## src/pip_pkg.sv

```systemverilog
// shared constants, codes and types for the point in polygon test core
// no dependencies; used by point_in_polygon_test_core and pip_edge_unit
`default_nettype none

package pip_pkg;

  // defaults for the top-level parameters
  localparam int MAX_VERTICES_DEF = 16;
  localparam int COORD_BITS_DEF   = 12;

  // configuration register widths and reset values
  localparam int VCOUNT_W  = 5;
  localparam int RAY_END_W = 12;
  localparam logic [VCOUNT_W-1:0]  VCOUNT_RESET  = 5'd3;
  localparam logic [RAY_END_W-1:0] RAY_END_RESET = 12'd962;
  localparam int MIN_VERTICES = 3;

  // configuration port
  localparam int PADDR_W = 3;
  localparam int PDATA_W = 32;
  localparam logic REG_VCOUNT  = 1'b0;
  localparam logic REG_RAY_END = 1'b1;

  // input item commands
  localparam logic CMD_WRITE = 1'b0;
  localparam logic CMD_QUERY = 1'b1;

  // verdict of one polygon edge against the ray
  typedef struct packed {
    logic valid;  // edge verdict present this cycle
    logic last;   // closing edge of the walk
    logic hit;    // edge intersects the ray segment
    logic col;    // point is collinear with the edge
    logic on;     // point lies on the edge
  } edge_res_t;

endpackage

`default_nettype wire

```

## src/point_in_polygon_test_core.sv

```systemverilog
// point in polygon test core: registers, walk sequencer, result staging
// depends on pip_pkg, pip_vtx_mem and pip_edge_unit
//
//   port group   direction  handshake            payload
//   input item   in         in_valid_i/in_stall_o cmd_i, vertex_index_i, coord_x_i, coord_y_i
//   result item  out        out_valid_o/out_stall_i inside_res_o, on_edge_o
//   config       in/out     apb psel/penable     paddr, pwdata, prdata
//
// a vertex write gives no result.
// a query reads one vertex per cycle from the single read port of the vertex
// memory, one edge per cycle, and stages its result once the closing edge is
// judged (vertex_count clamped to 3..MAX_VERTICES).
// reset clears control state and the configuration registers; the vertex table is not cleared.
// a finished result waits in a staging register until the output register is
// free; the input stalls meanwhile, as it does during the walk, so the next
// transaction after a query is taken only after its result reaches the output register.
`default_nettype none

module point_in_polygon_test_core #(
  parameter int MAX_VERTICES = pip_pkg::MAX_VERTICES_DEF,
  parameter int COORD_BITS   = pip_pkg::COORD_BITS_DEF
) (
  input  wire logic                          clk_i,
  input  wire logic                          rst_ni,
  // input items
  input  wire logic                          in_valid_i,
  output logic                               in_stall_o,
  input  wire logic                          cmd_i,
  input  wire logic [3:0]                    vertex_index_i,
  input  wire logic [COORD_BITS-1:0]         coord_x_i,
  input  wire logic [COORD_BITS-1:0]         coord_y_i,
  // result items
  output logic                               out_valid_o,
  input  wire logic                          out_stall_i,
  output logic                               inside_res_o,
  output logic                               on_edge_o,
  // configuration
  input  wire logic                          psel,
  input  wire logic                          penable,
  input  wire logic                          pwrite,
  input  wire logic [pip_pkg::PADDR_W-1:0]   paddr,
  input  wire logic [pip_pkg::PDATA_W-1:0]   pwdata,
  output logic      [pip_pkg::PDATA_W-1:0]   prdata,
  output logic                               pready
);

  localparam int CB    = COORD_BITS;
  localparam int IDX_W = $clog2(MAX_VERTICES);
  localparam int CW    = (IDX_W + 1 > pip_pkg::VCOUNT_W) ? IDX_W + 1 : pip_pkg::VCOUNT_W;

  localparam logic [1:0] ST_IDLE  = 2'd0;
  localparam logic [1:0] ST_READ  = 2'd1;
  localparam logic [1:0] ST_DRAIN = 2'd2;

  // configuration registers
  logic [pip_pkg::VCOUNT_W-1:0]  vcount_q;
  logic [pip_pkg::RAY_END_W-1:0] ray_end_q;
  logic                          cfg_wr;

  assign pready = 1'b1;
  assign cfg_wr = psel && penable && pwrite;

  always_ff @(posedge clk_i or negedge rst_ni) begin
    if (!rst_ni) begin
      vcount_q  <= pip_pkg::VCOUNT_RESET;
      ray_end_q <= pip_pkg::RAY_END_RESET;
    end else if (cfg_wr) begin
      unique case (paddr[2])
        pip_pkg::REG_VCOUNT:  vcount_q  <= pwdata[pip_pkg::VCOUNT_W-1:0];
        pip_pkg::REG_RAY_END: ray_end_q <= pwdata[pip_pkg::RAY_END_W-1:0];
        default: ;
      endcase
    end
  end

  always_comb begin
    unique case (paddr[2])
      pip_pkg::REG_VCOUNT:  prdata = pip_pkg::PDATA_W'(vcount_q);
      pip_pkg::REG_RAY_END: prdata = pip_pkg::PDATA_W'(ray_end_q);
      default:              prdata = '0;
    endcase
  end

  // input transaction decode
  logic [1:0] state_q, state_d;
  logic       pend_q;
  logic       in_acc, vtx_we, query_go;
  logic [CW-1:0] idx_w;

  assign in_stall_o = (state_q != ST_IDLE) || pend_q;
  assign in_acc     = in_valid_i && !in_stall_o;
  assign idx_w      = CW'(vertex_index_i);
  assign vtx_we     = in_acc && (cmd_i == pip_pkg::CMD_WRITE) &&
                      (idx_w < CW'(MAX_VERTICES));
  assign query_go   = in_acc && (cmd_i == pip_pkg::CMD_QUERY);

  // clamp the vertex count to the supported range
  logic [CW-1:0]    vc_w, n_eff, n_m1;
  logic [IDX_W-1:0] n_last_q;

  always_comb begin
    vc_w = CW'(vcount_q);
    if (vc_w < CW'(pip_pkg::MIN_VERTICES)) begin
      n_eff = CW'(pip_pkg::MIN_VERTICES);
    end else if (vc_w > CW'(MAX_VERTICES)) begin
      n_eff = CW'(MAX_VERTICES);
    end else begin
      n_eff = vc_w;
    end
    n_m1 = n_eff - 1'b1;
  end

  // vertex memory
  logic [IDX_W-1:0]  rd_cnt_q;
  logic [2*CB-1:0]   rdata;
  logic              rd_en;

  assign rd_en = (state_q == ST_READ);

  pip_vtx_mem #(
    .DEPTH (MAX_VERTICES),
    .AW    (IDX_W),
    .DW    (2 * CB)
  ) u_mem (
    .clk_i   (clk_i),
    .we_i    (vtx_we),
    .waddr_i (idx_w[IDX_W-1:0]),
    .wdata_i ({coord_y_i, coord_x_i}),
    .re_i    (rd_en),
    .raddr_i (rd_cnt_q),
    .rdata_o (rdata)
  );

  // walk sequencer
  logic edge_done;
  pip_pkg::edge_res_t eres;

  assign edge_done = eres.valid && eres.last;

  always_comb begin
    state_d = state_q;
    unique case (state_q)
      ST_IDLE:  if (query_go) state_d = ST_READ;
      ST_READ:  if (rd_cnt_q == n_last_q) state_d = ST_DRAIN;
      ST_DRAIN: if (edge_done) state_d = ST_IDLE;
      default:  state_d = ST_IDLE;
    endcase
  end

  logic rd_valid_q, rd_first_q, rd_last_q, close_q;

  always_ff @(posedge clk_i or negedge rst_ni) begin
    if (!rst_ni) begin
      state_q    <= ST_IDLE;
      rd_cnt_q   <= '0;
      n_last_q   <= '0;
      rd_valid_q <= 1'b0;
      rd_first_q <= 1'b0;
      rd_last_q  <= 1'b0;
      close_q    <= 1'b0;
    end else begin
      state_q    <= state_d;
      rd_valid_q <= rd_en;
      rd_first_q <= rd_en && (rd_cnt_q == '0);
      rd_last_q  <= rd_en && (rd_cnt_q == n_last_q);
      close_q    <= rd_valid_q && rd_last_q;
      if (query_go) begin
        rd_cnt_q <= '0;
        n_last_q <= n_m1[IDX_W-1:0];
      end else if (rd_en) begin
        rd_cnt_q <= rd_cnt_q + 1'b1;
      end
    end
  end

  // query point and vertex history
  logic [CB-1:0] px_q, py_q, ex_q, v0x_q, v0y_q, prvx_q, prvy_q;
  logic [CB-1:0] cur_x, cur_y;

  assign cur_x = rdata[CB-1:0];
  assign cur_y = rdata[2*CB-1:CB];

  always_ff @(posedge clk_i) begin
    if (query_go) begin
      px_q <= coord_x_i;
      py_q <= coord_y_i;
      ex_q <= CB'(ray_end_q);
    end
    if (rd_valid_q) begin
      prvx_q <= cur_x;
      prvy_q <= cur_y;
      if (rd_first_q) begin
        v0x_q <= cur_x;
        v0y_q <= cur_y;
      end
    end
  end

  // edge launch: previous vertex to current, closing edge back to vertex zero
  logic          e_valid;
  logic [CB-1:0] e_bx, e_by;

  assign e_valid = (rd_valid_q && !rd_first_q) || close_q;
  assign e_bx    = close_q ? v0x_q : cur_x;
  assign e_by    = close_q ? v0y_q : cur_y;

  pip_edge_unit #(
    .CB (CB)
  ) u_edge (
    .clk_i   (clk_i),
    .rst_ni  (rst_ni),
    .valid_i (e_valid),
    .last_i  (close_q),
    .ax_i    (prvx_q),
    .ay_i    (prvy_q),
    .bx_i    (e_bx),
    .by_i    (e_by),
    .px_i    (px_q),
    .py_i    (py_q),
    .ex_i    (ex_q),
    .res_o   (eres)
  );

  // crossing parity and first collinear verdict
  logic decided_q, dec_on_q, parity_q;
  logic decided_d, dec_on_d, parity_d;

  always_comb begin
    decided_d = decided_q;
    dec_on_d  = dec_on_q;
    parity_d  = parity_q;
    if (eres.valid && !decided_q && eres.hit) begin
      if (eres.col) begin
        decided_d = 1'b1;
        dec_on_d  = eres.on;
      end else begin
        parity_d = !parity_q;
      end
    end
  end

  always_ff @(posedge clk_i or negedge rst_ni) begin
    if (!rst_ni) begin
      decided_q <= 1'b0;
      dec_on_q  <= 1'b0;
      parity_q  <= 1'b0;
    end else if (query_go) begin
      decided_q <= 1'b0;
      dec_on_q  <= 1'b0;
      parity_q  <= 1'b0;
    end else begin
      decided_q <= decided_d;
      dec_on_q  <= dec_on_d;
      parity_q  <= parity_d;
    end
  end

  // result staging and output register
  logic pend_inside_q, pend_edge_q;
  logic out_valid_q, out_inside_q, out_edge_q;
  logic out_load;

  assign out_load = pend_q && (!out_valid_q || !out_stall_i);

  always_ff @(posedge clk_i or negedge rst_ni) begin
    if (!rst_ni) begin
      pend_q      <= 1'b0;
      out_valid_q <= 1'b0;
    end else begin
      if (edge_done) begin
        pend_q <= 1'b1;
      end else if (out_load) begin
        pend_q <= 1'b0;
      end
      if (out_load) begin
        out_valid_q <= 1'b1;
      end else if (!out_stall_i) begin
        out_valid_q <= 1'b0;
      end
    end
  end

  always_ff @(posedge clk_i) begin
    if (edge_done) begin
      pend_inside_q <= decided_d ? dec_on_d : parity_d;
      pend_edge_q   <= decided_d && dec_on_d;
    end
    if (out_load) begin
      out_inside_q <= pend_inside_q;
      out_edge_q   <= pend_edge_q;
    end
  end

  assign out_valid_o  = out_valid_q;
  assign inside_res_o = out_inside_q;
  assign on_edge_o    = out_edge_q;

endmodule

`default_nettype wire

```

## src/pip_vtx_mem.sv

```systemverilog
// vertex table: single write port, single registered read port
// no dependencies
`default_nettype none

module pip_vtx_mem #(
  parameter int DEPTH = 16,
  parameter int AW    = 4,
  parameter int DW    = 24
) (
  input  wire logic          clk_i,
  input  wire logic          we_i,
  input  wire logic [AW-1:0] waddr_i,
  input  wire logic [DW-1:0] wdata_i,
  input  wire logic          re_i,
  input  wire logic [AW-1:0] raddr_i,
  output logic      [DW-1:0] rdata_o
);

  logic [DW-1:0] mem_q [DEPTH];
  logic [DW-1:0] rdata_q;

  // write port
  always_ff @(posedge clk_i) begin
    if (we_i) begin
      mem_q[waddr_i] <= wdata_i;
    end
  end

  // read port, registered
  always_ff @(posedge clk_i) begin
    if (re_i) begin
      rdata_q <= mem_q[raddr_i];
    end
  end

  assign rdata_o = rdata_q;

endmodule

`default_nettype wire

```

## src/pip_edge_unit.sv

```systemverilog
// two-stage edge test: orientation products, then sign and bounds checks
// depends on pip_pkg for the edge verdict type
`default_nettype none

module pip_edge_unit #(
  parameter int CB = pip_pkg::COORD_BITS_DEF
) (
  input  wire logic          clk_i,
  input  wire logic          rst_ni,
  input  wire logic          valid_i,
  input  wire logic          last_i,
  input  wire logic [CB-1:0] ax_i,
  input  wire logic [CB-1:0] ay_i,
  input  wire logic [CB-1:0] bx_i,
  input  wire logic [CB-1:0] by_i,
  input  wire logic [CB-1:0] px_i,
  input  wire logic [CB-1:0] py_i,
  input  wire logic [CB-1:0] ex_i,
  output pip_pkg::edge_res_t res_o
);

  localparam int DW = CB + 1;
  localparam int PW = 2 * DW;
  localparam int VW = PW + 1;

  function automatic logic in_span(logic [CB-1:0] a, logic [CB-1:0] b, logic [CB-1:0] c);
    logic [CB-1:0] lo;
    logic [CB-1:0] hi;
    lo = (a < b) ? a : b;
    hi = (a < b) ? b : a;
    return (c >= lo) && (c <= hi);
  endfunction

  // stage one: coordinate differences and the three products
  logic signed [DW-1:0] d_bay, d_pxbx, d_exbx, d_pyby, d_bxax;
  logic signed [PW-1:0] m1_d, m2_d, m3_d;

  assign d_bay  = {1'b0, by_i} - {1'b0, ay_i};
  assign d_pxbx = {1'b0, px_i} - {1'b0, bx_i};
  assign d_exbx = {1'b0, ex_i} - {1'b0, bx_i};
  assign d_pyby = {1'b0, py_i} - {1'b0, by_i};
  assign d_bxax = {1'b0, bx_i} - {1'b0, ax_i};
  assign m1_d   = d_bay * d_pxbx;
  assign m2_d   = d_bay * d_exbx;
  assign m3_d   = d_pyby * d_bxax;

  logic                 s1_valid_q, s1_last_q;
  logic signed [PW-1:0] m1_q, m2_q, m3_q;
  logic [CB-1:0]        ax_q, ay_q, bx_q, by_q;

  always_ff @(posedge clk_i or negedge rst_ni) begin
    if (!rst_ni) begin
      s1_valid_q <= 1'b0;
      s1_last_q  <= 1'b0;
    end else begin
      s1_valid_q <= valid_i;
      s1_last_q  <= last_i;
    end
  end

  always_ff @(posedge clk_i) begin
    m1_q <= m1_d;
    m2_q <= m2_d;
    m3_q <= m3_d;
    ax_q <= ax_i;
    ay_q <= ay_i;
    bx_q <= bx_i;
    by_q <= by_i;
  end

  // stage two: orientations of the point and the ray end against the edge
  logic [VW-1:0] v1, v2;
  logic z1, n1, z2, n2;

  assign v1 = {m1_q[PW-1], m1_q} - {m3_q[PW-1], m3_q};
  assign v2 = {m2_q[PW-1], m2_q} - {m3_q[PW-1], m3_q};
  assign z1 = (v1 == '0);
  assign n1 = v1[VW-1];
  assign z2 = (v2 == '0);
  assign n2 = v2[VW-1];

  // orientations of the edge ends against the horizontal ray, from signs only
  logic za, na, zb, nb, ze, ne, z3, n3, z4, n4;

  assign za = (ay_q == py_i);
  assign na = (ay_q < py_i);
  assign zb = (by_q == py_i);
  assign nb = (by_q < py_i);
  assign ze = (ex_i == px_i);
  assign ne = (ex_i < px_i);
  assign z3 = za | ze;
  assign n3 = !z3 && (na == ne);
  assign z4 = zb | ze;
  assign n4 = !z4 && (nb == ne);

  logic diff12, diff34;
  assign diff12 = !((z1 == z2) && (z1 || (n1 == n2)));
  assign diff34 = !((z3 == z4) && (z3 || (n3 == n4)));

  // collinear special cases
  logic on_abp, on_abe, on_pea, on_peb;
  assign on_abp = in_span(ax_q, bx_q, px_i) && in_span(ay_q, by_q, py_i);
  assign on_abe = in_span(ax_q, bx_q, ex_i) && in_span(ay_q, by_q, py_i);
  assign on_pea = za && in_span(px_i, ex_i, ax_q);
  assign on_peb = zb && in_span(px_i, ex_i, bx_q);

  pip_pkg::edge_res_t res_d, res_q;

  always_comb begin
    res_d.valid = s1_valid_q;
    res_d.last  = s1_last_q;
    res_d.hit   = (diff12 && diff34) || (z1 && on_abp) || (z2 && on_abe) ||
                  (z3 && on_pea) || (z4 && on_peb);
    res_d.col   = z1;
    res_d.on    = on_abp;
  end

  always_ff @(posedge clk_i or negedge rst_ni) begin
    if (!rst_ni) begin
      res_q <= '0;
    end else begin
      res_q <= res_d;
    end
  end

  assign res_o = res_q;

endmodule

`default_nettype wire

```

## config.mk

```make
export PLATFORM = sky130hd
export DESIGN_NAME = point_in_polygon_test_core
export DESIGN_NICKNAME = d
export VERILOG_FILES = /design/src/pip_pkg.sv /design/src/point_in_polygon_test_core.sv /design/src/pip_vtx_mem.sv /design/src/pip_edge_unit.sv
export SDC_FILE = /design/constraint.sdc
export NUM_CORES = 2
export LEC_CHECK = 0
export BUFFER_PORTS_ARGS = -buffer_cell sky130_fd_sc_hd__buf_2
export CAP_MARGIN = 10
export CORE_ASPECT_RATIO = 1.1
export CORE_MARGIN = 2
export CORE_UTILIZATION = 60
export CTS_BUF_LIST = sky130_fd_sc_hd__clkbuf_2
export CTS_CLUSTER_SIZE = 20
export DETAILED_ROUTE_END_ITERATION = 6
export GPL_TIMING_DRIVEN = 0
export PLACE_DENSITY = 0.77
export SLEW_MARGIN = 20
export SYNTH_ARGS = -nofsm -noshare
export SYNTH_HDL_FRONTEND = slang
export SYNTH_SLANG_ARGS = --single-unit
```

## constraint.sdc

```tcl
create_clock -name clk_i -period 17 [get_ports clk_i]
set_input_delay 1.7 -clock clk_i [delete_from_list [all_inputs] [get_ports clk_i]]
set_output_delay 1.7 -clock clk_i [all_outputs]
set_load 0.005 [all_outputs]
```

==> summary.md <==
| Metric | Value |
|---|---|
| Die W | around 290 µm |
| Mapped Cells | approximately 4,700 |
| Hold path start | prvx_q[6]$_DFFE_PP_ |
| Worst R2R End | u_edge.m2_q[24]$_DFF_P_ |
| Final TNS setup | 0 ns |
| Worst path max stage delay | approximately 0.67 ns |
| Worst-path fanout max | 10 |
| Worst EP required | between 15 and 20 ns |
| Detail Route Antenna Nets | 0 |
| Core ar. | approximately 0.09 mm² |
| Post-DP HPWL | 113 mm |
| Mapped cell area | 0.0529 mm² |
| Synth cell types | 94 |
| Fin. Hold Viols | 0 |
| Via density | about 6 |
| Worst-case clock buffer depth | 3 |
| Crit. End Element | register |
| Average wire per standard cell | between 20 and 25 µm |
| Min-Delay Endpoint | u_edge.ax_q[6]$_DFF_P_ |
| Initial antenna violation count | 5 |
| Most common cell after layout, fill and taps aside | inv_1 |
| Status | completed |
| Setup CP Type | reg2reg |
| Vias in the first global route | 38,700 |
| RSZ-0062 raised after global routing | false |
| Post-route minimum period | around 12 ns |
| Final wirelength | roughly 140 mm |
| Die area | between 0.09 and 0.1 mm² |
| Crit path max-delay cell type | mux2i_1 |
| Vias post-DR | between 30,000 and 40,000 |
| Fill count | 6,774 |
| Max-Cap Viols | 0 |
| Critical path buffers and inverters | 4 |
| Setup Skew | around 0.12 ns |
| Global-route wire length before repair | 221 mm |
| Syn Area/Cell | 11.1 µm² |
| Most frequent cells in the layout | inv_1 (725), edfxtp_1 (496), fa_1 (493) |
| HP Class | reg2reg |
| Post_cts resized | 0 |
| DRC | 0 |
| Final Cycle Share | 0.684 |
| Worst Hold Depth | 0 |
| Final setup viols | 0 |
| DR pass1 iterations | 6 |
| # clock sinks | around 670 |
| Root Buffer | clkbuf_2 |
| H-tree levels | 4 |
| Rel. slew slack | 0.175 |
| Worst-Skew Late Latency | 1.41 ns |
| F_max | roughly 0.086 GHz |
| Layout Nets | about 6,100 |
| Crit path DAT | approximately 13 ns |
| # rows | 114 |
| Num CTS Buffers | between 150 and 200 |
| Synth-to-layout area growth | 7.69% |
| Largest net degree at the start of global routing | 44 |
| Measured slew at the worst slew-check pin | roughly 1.2 ns |
| Worst-path clk slew | 0.12 ns |
| R2r worst-path depth | 32 |
| Post-CTS Setup Bufs | 0 |
| Chip Height | 315 µm |
| CP Launch Type | register |
| Dominant synthesized flop cell | edfxtp_1 |
| CP most frequent cell | fa_1 |
| Final Max Slew Viols | 0 |
| Io pins | between 100 and 150 |
| Synthesis-stage register bit count | around 670 |
| Asr flop ratio synth | 0.0647 |
| GRT overflow | 0 |
| CTS tree | done |
| R2R Setup Slk | about 5.4 ns |
| CP delay by family, top | adder cells |
| Layout cells sized above 1 | 0.120 |
| Gpl congestion | around 0.98 |
| Number of synthesized flops with an enable pin | just under 500 |
| Reg2reg start | close_q$_DFF_PN0_ |
| GRT Util Overall | 0.325 |
| Cts hold-fix bufs | 0 |
| DRT iter0 DRCs | 3,265 |
| Effective utilization at floorplan | 0.604 |
| Number of synthesis warnings | 0 |
| Post-synthesis sequential area ratio | 0.350 |
| I/O Buffers | 64 |
[cell families (layout without fill, tap and decap cells)]
group           after synthesis  after routing  share of synthesized area
buf+inv                     917           1296                     0.0672
mux                         184            184                     0.0638
simple gates               1157           1157                      0.102
fa+ha+maj                   985            985                      0.303
compound gates              693            693                     0.0897
flops                       665            665                      0.350
xor+xnor                    143            143                     0.0240
other cells                   2             25                   0.000142
[through the flow]
step / cells / utilization / setup WS [ns] / area (µm²) / hold WS (ns)
6_report: 6308 / 0.650 / 5.36 / 57000 / 0.342
5_1_grt: 6308 / 0.650 / 4.71 / 57000 / 0.317
4_1_cts: 6304 / 0.650 / 5.47 / 56900 / 0.339
3_5_place_dp: 6015 / 0.631 / 5.54 / 55300 / 0.346
3_3_place_gp: 5989 / 0.625 / 5.68 / 54700 / 0.335
2_1_floorplan: 4765 / - / 7.94 / 53000 / 0.331
[cell type report]
class                           count  area [µm²]  area share
Multi-Input combinational cell   3183       31100       0.545
Inverter                          727        2730      0.0479
Tap cell                         1160        1450      0.0255
Antenna cell                        4        10.0    0.000176
Clock buffer                      244        1220      0.0214
Sequential cell                   665       18500       0.325
Timing Repair Buffer               90         752      0.0132
Clock inverter                     45         402     0.00705
Buffer                            190         835      0.0147
[state kept, by name, summed over array words and instances, names as in the netlist, 12 cells and up]
name / flops
u_edge.ay_q: 12
py_q: 12
ex_q: 12
ray_end_q: 12
u_edge.m2_q: 26
u_edge.ax_q: 12
u_mem.rdata_o: 24
v0y_q: 12
prvx_q: 12
u_edge.bx_q: 12
u_mem.mem_q: 384
u_edge.m1_q: 26
prvy_q: 12
u_edge.m3_q: 26
px_q: 12
u_edge.by_q: 12
v0x_q: 12
[Yosys cell counts (27+ instances only)]
cell type	n	area (µm²)
fa_1	493	9870
nand2b_1	54	338
and3_1	27	169
mux2i_1	38	380
or3_1	28	175
a21o_1	98	736
nand3_1	69	345
dfxtp_1	126	2520
clkbuf_1	147	552
nand4_1	32	200
nor2_1	265	995
dfrtp_1	36	901
o21ai_0	98	490
edfxtp_1	496	14900
a311oi_1	45	394
xor2_1	37	324
a21oi_1	179	896
mux4_2	120	2700
o21a_1	28	210
nor3_1	100	500
xnor2_1	105	920
nand2_1	418	1570
and2_1	53	332
a2111oi_0	27	236
nor2b_1	40	250
inv_1	726	2730
ha_1	492	6160
[layer usage]
metal / track usage / routed length [µm] / vias to the layer above
met5: 0 / 41 / -
met4: 0.202 / 10100 / 6
met3: 0.0644 / 11700 / 561
met2: 0.550 / 71200 / 1910
met1: 0.382 / 51500 / 18600
li1: - / - / 17000
[worst max path at each step]
stage | slack [ns] | startpoint | cells after the start | end
after floorplan | 7.94 | close_q$_DFF_PN0_ | 32 | u_edge.m2_q[24]$_DFF_P_
after global placement | 5.68 | close_q$_DFF_PN0_ | 34 | u_edge.m3_q[24]$_DFF_P_
after detailed placement | 5.54 | close_q$_DFF_PN0_ | 34 | u_edge.m3_q[24]$_DFF_P_
after CTS | 5.47 | close_q$_DFF_PN0_ | 34 | u_edge.m3_q[24]$_DFF_P_
after global routing | 4.71 | close_q$_DFF_PN0_ | 32 | u_edge.m2_q[24]$_DFF_P_
final | 5.36 | close_q$_DFF_PN0_ | 32 | u_edge.m2_q[24]$_DFF_P_
Power is left out: the tool's default activity adds up to more than one toggle a clock period on the data nets, which glitch-free logic cannot reach.
